==> src/design/wpvc_pkg.sv <==
// ----------------------------------------------------------------------------
// wpvc_pkg
// Shared types, widths and codes of the windowed PI valve controller.
// ----------------------------------------------------------------------------
package wpvc_pkg;

  // Error window length; must be a power of two (average is a shift).
  localparam int WINDOW_LEN = 8;
  localparam int WIN_LOG2   = $clog2(WINDOW_LEN);
  localparam int IDX_W      = WIN_LOG2;

  localparam int DATA_W     = 16;
  localparam int GAIN_FRAC  = 8;
  localparam int ERR_W      = DATA_W + 1;
  localparam int SUM_W      = ERR_W + WIN_LOG2;
  localparam int GAIN_S_W   = DATA_W + 1;
  localparam int PROD_P_W   = ERR_W + GAIN_S_W;
  localparam int PROD_I_W   = SUM_W + GAIN_S_W;
  localparam int PROD_PS_W  = PROD_P_W + WIN_LOG2;
  localparam int NUM_W      = ((PROD_PS_W > PROD_I_W) ? PROD_PS_W : PROD_I_W) + 1;
  localparam int NUM5_W     = NUM_W + 3;
  localparam int SHIFT      = GAIN_FRAC + WIN_LOG2;
  localparam int DRIVE_W    = NUM5_W - SHIFT;

  // Pipeline: window, products, sum, scale, divide, decide/output.
  localparam int NUM_STAGES = 6;
  localparam int ST_WIN     = 0;
  localparam int ST_PROD    = 1;
  localparam int ST_NUM     = 2;
  localparam int ST_NUM5    = 3;
  localparam int ST_DRIVE   = 4;
  localparam int ST_OUT     = 5;

  // Configuration register indexes.
  localparam int CFG_ADDR_W = 3;
  localparam logic [CFG_ADDR_W-1:0] REG_SETPOINT   = 3'd0;
  localparam logic [CFG_ADDR_W-1:0] REG_PROP_GAIN  = 3'd1;
  localparam logic [CFG_ADDR_W-1:0] REG_INTEG_GAIN = 3'd2;
  localparam logic [CFG_ADDR_W-1:0] REG_DEADBAND   = 3'd3;
  localparam logic [CFG_ADDR_W-1:0] REG_HEAT_MODE  = 3'd4;

  localparam logic [DATA_W-1:0] POS_MAX = {DATA_W{1'b1}};

  typedef enum logic [1:0] {
    CMD_NONE = 2'd0,
    CMD_GOTO = 2'd1,
    CMD_HOME = 2'd2
  } cmd_t;

  typedef struct packed {
    logic [DATA_W-1:0] setpoint;
    logic [DATA_W-1:0] prop_gain;
    logic [DATA_W-1:0] integ_gain;
    logic [DATA_W-1:0] deadband;
    logic              heat_mode;
  } wpvc_cfg_t;

  typedef struct packed {
    logic [NUM_STAGES-1:0] adv;
    logic                  accept;
    logic                  in_ready;
    logic                  out_valid;
  } wpvc_pipe_t;

endpackage

==> src/design/wpvc_pipe_ctrl.sv <==
// ----------------------------------------------------------------------------
// wpvc_pipe_ctrl
// Valid bits and ready chain of the pipeline; a stage loads when it is empty
// or when the stage after it moves on.
// ----------------------------------------------------------------------------
module wpvc_pipe_ctrl
  import wpvc_pkg::*;
(
  input  logic       clk,
  input  logic       rst_n,
  input  logic       in_valid,
  input  logic       out_ready,
  output wpvc_pipe_t pipe
);

  logic [NUM_STAGES-1:0] valid_r;
  logic [NUM_STAGES-1:0] valid_nxt;
  logic [NUM_STAGES:0]   ready;

  always_comb begin
    ready[NUM_STAGES] = out_ready;
    for (int k = NUM_STAGES - 1; k >= 0; k--) begin
      ready[k] = !valid_r[k] || ready[k+1];
    end
  end

  always_comb begin
    for (int k = 0; k < NUM_STAGES; k++) begin
      if (ready[k]) begin
        valid_nxt[k] = (k == 0) ? in_valid : valid_r[(k == 0) ? 0 : k - 1];
      end else begin
        valid_nxt[k] = valid_r[k];
      end
    end
  end

  always_ff @(posedge clk) begin
    if (!rst_n) begin
      valid_r <= '0;
    end else begin
      valid_r <= valid_nxt;
    end
  end

  assign pipe.adv       = ready[NUM_STAGES-1:0];
  assign pipe.accept    = in_valid && ready[0];
  assign pipe.in_ready  = ready[0];
  assign pipe.out_valid = valid_r[ST_OUT];

endmodule

==> src/design/wpvc_error_window.sv <==
// ----------------------------------------------------------------------------
// wpvc_error_window
// Error against setpoint, ring of the last errors and their running sum.
// ----------------------------------------------------------------------------
module wpvc_error_window
  import wpvc_pkg::*;
(
  input  logic                    clk,
  input  logic                    rst_n,
  input  wpvc_pipe_t              pipe,
  input  wpvc_cfg_t               cfg,
  input  logic [DATA_W-1:0]       temperature,
  output logic signed [ERR_W-1:0] err,
  output logic signed [SUM_W-1:0] err_sum
);

  logic signed [ERR_W-1:0] ring_r [WINDOW_LEN];
  logic [IDX_W-1:0]        idx_r;
  logic signed [SUM_W-1:0] sum_r;
  logic signed [ERR_W-1:0] err_nxt;
  logic signed [SUM_W-1:0] sum_nxt;
  logic signed [ERR_W-1:0] err_r;
  logic signed [SUM_W-1:0] win_sum_r;

  assign err_nxt = $signed({1'b0, temperature}) - $signed({1'b0, cfg.setpoint});
  // drop the oldest error, add the new one
  assign sum_nxt = sum_r - SUM_W'(ring_r[idx_r]) + SUM_W'(err_nxt);

  always_ff @(posedge clk) begin
    if (!rst_n) begin
      idx_r <= '0;
      sum_r <= '0;
      for (int i = 0; i < WINDOW_LEN; i++) begin
        ring_r[i] <= '0;
      end
    end else if (pipe.accept) begin
      ring_r[idx_r] <= err_nxt;
      idx_r         <= idx_r + IDX_W'(1);
      sum_r         <= sum_nxt;
    end
  end

  always_ff @(posedge clk) begin
    if (pipe.adv[ST_WIN]) begin
      err_r     <= err_nxt;
      win_sum_r <= sum_nxt;
    end
  end

  assign err     = err_r;
  assign err_sum = win_sum_r;

endmodule

==> src/design/wpvc_drive_calc.sv <==
// ----------------------------------------------------------------------------
// wpvc_drive_calc
// Drive value 5*(err*kp*N + sum*ki) / (256*N), truncated toward zero.
// ----------------------------------------------------------------------------
module wpvc_drive_calc
  import wpvc_pkg::*;
(
  input  logic                      clk,
  input  wpvc_pipe_t                pipe,
  input  wpvc_cfg_t                 cfg,
  input  logic signed [ERR_W-1:0]   err,
  input  logic signed [SUM_W-1:0]   err_sum,
  output logic signed [DRIVE_W-1:0] drive
);

  localparam logic [NUM5_W-1:0] DIV_BIAS = NUM5_W'({SHIFT{1'b1}});

  logic signed [PROD_P_W-1:0] prod_p_r;
  logic signed [PROD_I_W-1:0] prod_i_r;
  logic signed [NUM_W-1:0]    num_r;
  logic signed [NUM5_W-1:0]   num5_r;
  logic signed [DRIVE_W-1:0]  drive_r;
  logic signed [PROD_P_W-1:0] prod_p_nxt;
  logic signed [PROD_I_W-1:0] prod_i_nxt;
  logic signed [NUM_W-1:0]    num_nxt;
  logic signed [NUM5_W-1:0]   num5_nxt;
  logic signed [NUM5_W-1:0]   biased;

  assign prod_p_nxt = PROD_P_W'(err * $signed({1'b0, cfg.prop_gain}));
  assign prod_i_nxt = PROD_I_W'(err_sum * $signed({1'b0, cfg.integ_gain}));

  assign num_nxt  = (NUM_W'(prod_p_r) <<< WIN_LOG2) + NUM_W'(prod_i_r);
  assign num5_nxt = (NUM5_W'(num_r) <<< 2) + NUM5_W'(num_r);

  // round a negative quotient up so the shift truncates toward zero
  assign biased = num5_r + (num5_r[NUM5_W-1] ? $signed(DIV_BIAS) : $signed(NUM5_W'(0)));

  always_ff @(posedge clk) begin
    if (pipe.adv[ST_PROD]) begin
      prod_p_r <= prod_p_nxt;
      prod_i_r <= prod_i_nxt;
    end
    if (pipe.adv[ST_NUM]) begin
      num_r <= num_nxt;
    end
    if (pipe.adv[ST_NUM5]) begin
      num5_r <= num5_nxt;
    end
    if (pipe.adv[ST_DRIVE]) begin
      drive_r <= biased[NUM5_W-1:SHIFT];
    end
  end

  assign drive = drive_r;

endmodule

==> src/design/wpvc_valve_decide.sv <==
// ----------------------------------------------------------------------------
// wpvc_valve_decide
// Deadband, mode and saturation; holds the result register.
// ----------------------------------------------------------------------------
module wpvc_valve_decide
  import wpvc_pkg::*;
(
  input  logic                      clk,
  input  wpvc_pipe_t                pipe,
  input  wpvc_cfg_t                 cfg,
  input  logic signed [DRIVE_W-1:0] drive,
  output cmd_t                      command,
  output logic [DATA_W-1:0]         position
);

  logic                     neg;
  logic                     zero;
  logic [DRIVE_W-1:0]       mag;
  logic [DATA_W-1:0]        pos_sat;
  logic                     toward;
  cmd_t                     cmd_nxt;
  logic [DATA_W-1:0]        pos_nxt;
  cmd_t                     cmd_r;
  logic [DATA_W-1:0]        pos_r;

  assign neg  = drive[DRIVE_W-1];
  assign zero = (drive == '0);
  assign mag  = neg ? DRIVE_W'(-drive) : DRIVE_W'(drive);
  assign pos_sat = (mag > DRIVE_W'(POS_MAX)) ? POS_MAX : mag[DATA_W-1:0];
  // drive in the direction this valve acts on
  assign toward = cfg.heat_mode ? neg : (!neg && !zero);

  always_comb begin
    cmd_nxt = CMD_NONE;
    pos_nxt = '0;
    if (mag >= DRIVE_W'(cfg.deadband)) begin
      if (toward) begin
        cmd_nxt = CMD_GOTO;
        pos_nxt = pos_sat;
      end else begin
        cmd_nxt = CMD_HOME;
      end
    end
  end

  always_ff @(posedge clk) begin
    if (pipe.adv[ST_OUT]) begin
      cmd_r <= cmd_nxt;
      pos_r <= pos_nxt;
    end
  end

  assign command  = cmd_r;
  assign position = pos_r;

endmodule

==> src/design/windowed_pi_valve_controller.sv <==
// ----------------------------------------------------------------------------
// windowed_pi_valve_controller
// PI valve controller with a moving-window integral term.
// ----------------------------------------------------------------------------
// Takes one temperature request per cycle while the result side keeps
// taking commands, and returns one valve command per request. The
// pipeline runs: error and window update, the two gain multiplies,
// their sum, the scale by five, the truncating divide, then the
// deadband/mode decision into the result register. Each stage has its
// own valid bit, so a stalled result only holds the stages that are
// full: requests keep entering into any empty stage.
// The error window is a ring of eight registers cleared by reset together
// with the running sum, so there is no clearing pass after reset.
// Configuration writes take effect at the next clock edge; change settings
// only while no request is in flight.
// ----------------------------------------------------------------------------
module windowed_pi_valve_controller
  import wpvc_pkg::*;
(
  input  logic                  clk,
  input  logic                  rst_n,
  // in_tdata: [15:0] temperature
  input  logic                  in_tvalid,
  output logic                  in_tready,
  input  logic [15:0]           in_tdata,
  // out_tdata: [1:0] command, [17:2] position, [23:18] zero
  output logic                  out_tvalid,
  input  logic                  out_tready,
  output logic [23:0]           out_tdata,
  input  logic                  cfg_we,
  input  logic [CFG_ADDR_W-1:0] cfg_addr,
  input  logic [DATA_W-1:0]     cfg_wdata
);

  wpvc_cfg_t               cfg_r;
  wpvc_pipe_t              pipe;
  logic signed [ERR_W-1:0]   err;
  logic signed [SUM_W-1:0]   err_sum;
  logic signed [DRIVE_W-1:0] drive;
  cmd_t                    command;
  logic [DATA_W-1:0]       position;

  // register file; writes beyond the last index are ignored
  always_ff @(posedge clk) begin
    if (!rst_n) begin
      cfg_r <= '0;
    end else if (cfg_we) begin
      case (cfg_addr)
        REG_SETPOINT:   cfg_r.setpoint   <= cfg_wdata;
        REG_PROP_GAIN:  cfg_r.prop_gain  <= cfg_wdata;
        REG_INTEG_GAIN: cfg_r.integ_gain <= cfg_wdata;
        REG_DEADBAND:   cfg_r.deadband   <= cfg_wdata;
        REG_HEAT_MODE:  cfg_r.heat_mode  <= cfg_wdata[0];
        default: begin
        end
      endcase
    end
  end

  wpvc_pipe_ctrl u_ctrl (
    .clk       (clk),
    .rst_n     (rst_n),
    .in_valid  (in_tvalid),
    .out_ready (out_tready),
    .pipe      (pipe)
  );

  wpvc_error_window u_window (
    .clk         (clk),
    .rst_n       (rst_n),
    .pipe        (pipe),
    .cfg         (cfg_r),
    .temperature (in_tdata),
    .err         (err),
    .err_sum     (err_sum)
  );

  wpvc_drive_calc u_drive (
    .clk     (clk),
    .pipe    (pipe),
    .cfg     (cfg_r),
    .err     (err),
    .err_sum (err_sum),
    .drive   (drive)
  );

  wpvc_valve_decide u_decide (
    .clk      (clk),
    .pipe     (pipe),
    .cfg      (cfg_r),
    .drive    (drive),
    .command  (command),
    .position (position)
  );

  assign in_tready  = pipe.in_ready;
  assign out_tvalid = pipe.out_valid;
  assign out_tdata  = {6'd0, position, command};

endmodule

==> config.mk <==
export PLATFORM = sky130hd
export DESIGN_NAME = windowed_pi_valve_controller
export DESIGN_NICKNAME = d
export VERILOG_FILES = /design/src/design/wpvc_pkg.sv /design/src/design/wpvc_pipe_ctrl.sv /design/src/design/wpvc_error_window.sv /design/src/design/wpvc_drive_calc.sv /design/src/design/wpvc_valve_decide.sv /design/src/design/windowed_pi_valve_controller.sv
export SDC_FILE = /design/constraint.sdc
export NUM_CORES = 2
export LEC_CHECK = 0
export ABC_CLOCK_PERIOD_IN_PS = 8700
export BUFFER_PORTS_ARGS = -buffer_cell sky130_fd_sc_hd__buf_4
export CELL_PAD_IN_SITES_DETAIL_PLACEMENT = 0
export CELL_PAD_IN_SITES_GLOBAL_PLACEMENT = 2
export CORE_MARGIN = 4
export CORE_UTILIZATION = 44
export CTS_BUF_LIST = sky130_fd_sc_hd__clkbuf_8 sky130_fd_sc_hd__clkbuf_16
export DETAILED_ROUTE_END_ITERATION = 12
export PLACE_DENSITY = 0.79
export SYNTH_ARGS = -nofsm -noshare
export SYNTH_HDL_FRONTEND = slang
export SYNTH_SLANG_ARGS = --single-unit
==> constraint.sdc <==
create_clock -name clk -period 8.7 [get_ports clk]
set_clock_uncertainty 0.05 [all_clocks]
set_input_delay 0.87 -clock clk [delete_from_list [all_inputs] [get_ports clk]]
set_output_delay 0.87 -clock clk [all_outputs]
set_load 0.1 [all_outputs]
======== After elaboration in Yosys (flattened, before gate mapping) ========
Memory sizes are Yosys's and may differ from the RTL's. A register that Yosys moved wholly into a read port is not among the register bits.
Index checks and enable logic that the tools add are counted.
cells by class
  multiply operators ...................... 2
  equality and inequality tests ........... 4
  muxes and demuxes ....................... 14
  reductions and logical operators ........ 25
  $lt $le $gt $ge ......................... 2
  add/sub/neg operators ................... 8
operator list
  kind                                                   number
  adder 40 x 38 -> 41 bit                                1
  adder 41 bit                                           1
  adder 37 x 37 -> 38 bit                                1
  multiplier 20 x 17 -> 37 bit                           1
  multiplier 17 x 17 -> 34 bit                           1
  >= comparator 30 x 16 -> 1 bit                         1
  > comparator 30 x 16 -> 1 bit (second input constant)  1
  logical NOT 30 bit                                     1
  2-to-1 mux 30 bit                                      1
  negator 30 bit                                         1
  adder 20 x 17 -> 20 bit                                1
  subtractor 20 x 17 -> 20 bit                           1
  2-to-1 mux 17 bit                                      1
  OR reduction 17 bit                                    1
  subtractor 16 x 16 -> 17 bit                           1
  2-to-1 mux 16 bit                                      1
  AND reduction 2 bit                                    6
  2-to-1 mux 11 bit                                      1
  2-to-1 mux 3 bit                                       3
  logical NOT 1 bit                                      8
  == test 3 x 2 -> 1 bit (second input constant)         2
  logical OR 1 bit                                       6
  2-to-1 mux 1 bit                                       6
  adder 3 x 1 -> 3 bit (second input constant)           1
  other kinds (5)                                        6
word-level totals
  output and inout port bits .............. 26
  word-level logic and storage cells ...... 78
  memory bits (writable) .................. 136
  memories ................................ 1
  bits in registers ....................... 329
memories
  name             words  bits a word  rd ports  clocked after Yosys merged registers in  wr ports  line                     source
  u_window.ring_r  8      17           1         1                                        8         wpvc_error_window.sv:17  logic signed [ERR_W-1:0] ring_r [WINDOW_LEN];

======== Depth between registers and ports, before layout ========
  word-level depth ........................ 13
  depth in mapped cells ................... 25

======== Modules after synthesis ========
A second synthesis with hierarchy kept.
second synthesis, totals
  cell total of the unflattened synthesis .. 4680
  area total of the unflattened synthesis .. 47481.8 um2
by module, submodules not included
  module                        cells an instance  sequential area each (um2)  times used  area an instance (um2)
  wpvc_drive_calc               3301               5405.2                      1           31991.9
  wpvc_error_window             876                5715.5                      1           10572.6
  windowed_pi_valve_controller  240                1301.2                      1           2498.6
  wpvc_valve_decide             231                540.5                       1           2147.1
  wpvc_pipe_ctrl                32                 120.1                       1           271.5

======== Worst setup path before layout ========
No wires, ideal clock.
  kind .................................... register -> register
  start ................................... register u_window.win_sum_r[19], in the netlist u_window.err_sum[19]
  end ..................................... register u_drive.prod_i_r[35] (data pin)
  clock period less this slack ............ 6.556 ns
  slack ................................... 2.144 ns
  arrival time ............................ 6.237 ns
  stages on the path, launching flop included .. 20
  path through ............................ edfxtp_1 -> clkbuf_1 -> nand2_1 -> fa_1 -> inv_1 -> fa_1 -> fa_1 -> fa_1 -> fa_1 -> inv_1 -> fa_1 -> inv_1 -> ha_1 -> and3_1 -> a221o_1 -> and2_1 -> a41oi_1 -> nor2b_1 -> o31ai_1 -> xor2_1
between the ends
  longest elaborated chain between the ends .. 1
RTL lines
  element                       line                     source
  from (decl)                   wpvc_error_window.sv:23  logic signed [SUM_W-1:0] win_sum_r;
  from (signal assigned)        wpvc_error_window.sv:46  win_sum_r <= sum_nxt;
  multiplier 20 x 17 -> 37 bit  wpvc_drive_calc.sv:30    assign prod_i_nxt = PROD_I_W'(err_sum * $signed({1'b0, cfg.integ_gain}));
  net u_drive.prod_i_nxt[35]    wpvc_drive_calc.sv:24    logic signed [PROD_I_W-1:0] prod_i_nxt;
  to (signal assigned)          wpvc_drive_calc.sv:41    prod_i_r <= prod_i_nxt;
  to (decl)                     wpvc_drive_calc.sv:19    logic signed [PROD_I_W-1:0] prod_i_r;
The timed path passes the listed nets, and every way through them passes these cells.
A chain may end at the register's enable or synchronous reset.

======== Worst setup path in the final report ========
  start ................................... register cfg_r[36] (netlist bit)
  end ..................................... register u_drive.prod_p_r[33] (data pin)
between the ends
  longest elaborated chain between the ends .. 1
RTL lines
  element                       line                                source
  from (decl)                   windowed_pi_valve_controller.sv:35  wpvc_cfg_t cfg_r;
  multiplier 17 x 17 -> 34 bit  wpvc_drive_calc.sv:29               assign prod_p_nxt = PROD_P_W'(err * $signed({1'b0, cfg.prop_gain}));
  net u_drive.prod_p_nxt[33]    wpvc_drive_calc.sv:23               logic signed [PROD_P_W-1:0] prod_p_nxt;
  to (signal assigned)          wpvc_drive_calc.sv:40               prod_p_r <= prod_p_nxt;
  to (decl)                     wpvc_drive_calc.sv:18               logic signed [PROD_P_W-1:0] prod_p_r;
The timed path passes the listed nets, and every way through them passes these cells.

==> results.cfg <==
[run_status]
status = finished, final reports clean

[synthesis]
ys_top_cells_by_area = fa_1 (27%), edfxtp_1 (24%), ha_1 (8.5%), inv_1 (7.1%), nand2_1 (5.0%)
ys_seq_area_share_pct = 28.3
ys_seq_elements = 468
yosys_warnings = 0
synthDistinctLibCells = 85
mappedNetlistArea_um2 = 46200
synth_ff_type = edfxtp_1
synth_cells = 4600
synth_top_area_cell = fa_1
synth_edf_count = 371
syn_area_per_cell_um2 = 10.1
synth_top_cell_area_share_pct = 26.9
synthArstFlopShare_pct = 0

[flow_run]
drv_cap = 0

[setup_path]
required_ns = 9.02
start_kind = flip-flop
path_max_fanout = 18
arrival_ns = 7.51
endpoint_kind = flip-flop
critPathKind = reg -> reg

[clock_tree]
cts_root_buffer = clkbuf_16
cts_tree = done
cts_hold_buffers = 0
numCtsBuffers = 56
clkSinkCount = 468
h-tree-depth = 2
clockBufferDepth = 3
clock_latency_ns = 0.63
clkTransAtPathRegs_ns = 0.07
postCtsSetupRepairBufs = 0
cts_resized = 0

[power_and_ir_drop]
p_switching_mw = 4.27
fin_total_pwr_mw = 10.4
p_sw_share_pct = 41.3
p_leak_nw = 23.2
ir_worst_vdd_v = 0.000244
clockPowerShare_pct = 22.6
p_seq_share_pct = 37.2
power_density_nw_per_um2 = 208
p_comb_share_pct = 40.2
intPower_mw = 6.08

[sta]
relSlewSlack_pct = 24.2
tns_ns = 0
post-route-period-util_pct = 82.7
rsz0062_at_grt = no
worst_pin_slew_ns = 1.13
slew_viol_final = 0
fmax_mhz = 139
whs_ns = 0.377
fin_crit_ns = 7.20
hold_viol = 0
setup_viol = 0

[placement]
dp_cells = 5904
dp_hpwl_mm = 96.1
port_buffers = 59
place_congestion = 0.824

[worst_hold_path]
worstHoldPathType = reg -> reg

[grt]
grt_max_degree = 63
grt-ovfl-total = 0
grt_pass1_vias = 32700
groute.usage.overall_pct = 22.7
grt_pass1_wl_mm = 193
antenna_found_initial = 2

[detailed_routing]
drt-pass1-iter-count = 6
wl_mm = 124
drcViolationCount = 0
num_vias = 31100
final_antenna_net_count = 0
wl_per_cell_um = 20.6
routed_via_density = 5.17
drt_iter0_drc = 1957

[die]
placementRows = 118
die_w_um = 332
dieArea_um2 = 110000
coreArea_um2 = 104000
start_util_pct = 44.5
dieHeight_um = 332
io-pin-count = 66

[cells_and_area]
n_antenna_cell = 0
area_growth_pct = 7.64
fill_cells = 9899
final_nets = 5560
drive_above_1_share_pct = 5.23
instances_no_fill = 6007
post-route-util_pct = 47.9
flip-flops by register name, summed over array words and instances (netlist names), 30 cells and up, named ones only:
register / count
u_window.ring_r: 136
u_drive.num_r: 38
u_drive.prod_p_r: 34
u_drive.drive: 30
u_drive.num5_r: 41
u_drive.prod_i_r: 37
cfg_r: 65
per-stage QoR:
stage	setup slack (ns)	cell area (um2)
final	1.50	49800
after global routing	0.953	49800
after CTS	1.50	49800
after detailed placement	1.51	48000
after global placement	1.53	48000
after floorplan	2.14	46300
worst max-delay path: stages (launching register included):
cell	delay [ns]
dfxtp_1	0.88
nand2_1	0.16
fa_1	0.52
fa_1	0.51
fa_1	0.51
inv_1	0.05
fa_1	0.51
fa_1	0.50
inv_1	0.05
fa_1	0.47
inv_1	0.04
ha_1	0.32
or2_2	0.31
a21oi_1	0.14
o21ai_0	0.09
a21oi_1	0.40
o22ai_1	0.23
a41oi_1	0.32
o21ai_0	0.22
a221o_1	0.38
a21oi_1	0.17
xnor2_1	0.08
Yosys cell counts, types with 15 or more instances:
library cell / instances
inv_1: 876
fa_1: 622
nand2_1: 615
edfxtp_1: 371
ha_1: 316
and2_1: 255
nor2_1: 230
xnor2_1: 163
clkbuf_1: 155
a21oi_1: 129
dfxtp_1: 97
a21boi_0: 85
o21ai_0: 75
a21o_1: 71
xor2_1: 53
nand3_1: 38
nor3_1: 37
o21a_1: 37
mux4_2: 34
and3_1: 27
nor2b_1: 26
o21bai_1: 21
mux2i_1: 19
nand2b_1: 17
nand4_1: 17
a31oi_1: 15
area by class of cell:
type | count | area [um2] | share of cell area [%]
multi-input cells | 3093 | 29200 | 58.7
flip-flops and latches | 468 | 13100 | 26.3
inverters | 876 | 3290 | 6.61
well taps | 1380 | 1730 | 3.47
clock buffers | 58 | 1440 | 2.89
repair buffers | 87 | 653 | 1.31
clock inverters | 45 | 349 | 0.701
layer usage:
| metal | GRT usage, % | routed length (um) | vias up |
|---|---|---|---|
| met5 | 0 | 0 | - |
| met4 | 7.38 | 4750 | 0 |
| met3 | 2.64 | 5480 | 179 |
| met2 | 38.3 | 60000 | 646 |
| met1 | 30.6 | 53300 | 15600 |
| li1 | - | - | 14600 |
worst paths after layout:
path / start / endpoint / slack (ns) / depth (start not counted)
max: cfg_r[36] / u_drive.prod_p_r[33] / 1.50 / 21
min: u_drive.prod_i_r[0] / u_drive.num_r[0] / 0.38 / 0
max reg2reg: cfg_r[36] / u_drive.prod_p_r[33] / 1.50 / 21
min reg2reg: u_drive.prod_i_r[0] / u_drive.num_r[0] / 0.38 / 0
power by group through the flow:
| stage | Clock [mW] | Sequential [mW] | Combinational, mW |
|---|---|---|---|
| final | 2.34 | 3.85 | 4.16 |
| after floorplan | 0 | 3.66 | 3.05 |
| after global placement | 0 | 3.89 | 4.18 |
| after detailed placement | 0 | 3.90 | 4.18 |
| after CTS | 2.40 | 3.86 | 4.20 |
| after global routing | 2.49 | 3.93 | 4.66 |
placed cells by master, fill, tap and decap left out, types with 14 or more instances in the layout:
cell,synthesis,layout
inv_1,876,883
fa_1,622,622
nand2_1,615,613
edfxtp_1,371,371
ha_1,316,316
and2_1,255,255
nor2_1,230,230
xnor2_1,163,163
a21oi_1,129,129
dfxtp_1,97,96
buf_4,6,87
a21boi_0,85,85
o21ai_0,75,75
a21o_1,71,71
clkbuf_16,0,57
xor2_1,53,53
o21a_1,37,37
nor3_1,37,37
nand3_1,38,37
mux4_2,34,34
and3_1,27,27
nor2b_1,26,26
o21bai_1,21,21
mux2i_1,19,19
nand2b_1,17,17
nand4_1,17,17
a31oi_1,15,14
kinds of logic after synthesis:
| logic type | after synthesis | synth area share (%) |
|---|---|---|
| buf+inv | 1044 | 8.57 |
| xor+xnor | 216 | 4.09 |
| simple gates | 1323 | 13.3 |
| other cells | 1 | 0.00811 |
| flops | 468 | 28.3 |
| fa+ha+maj | 938 | 35.5 |
| compound gates | 555 | 8.16 |
| mux | 55 | 2.12 |
No activity file was read; power rests on OpenSTA's default activity.
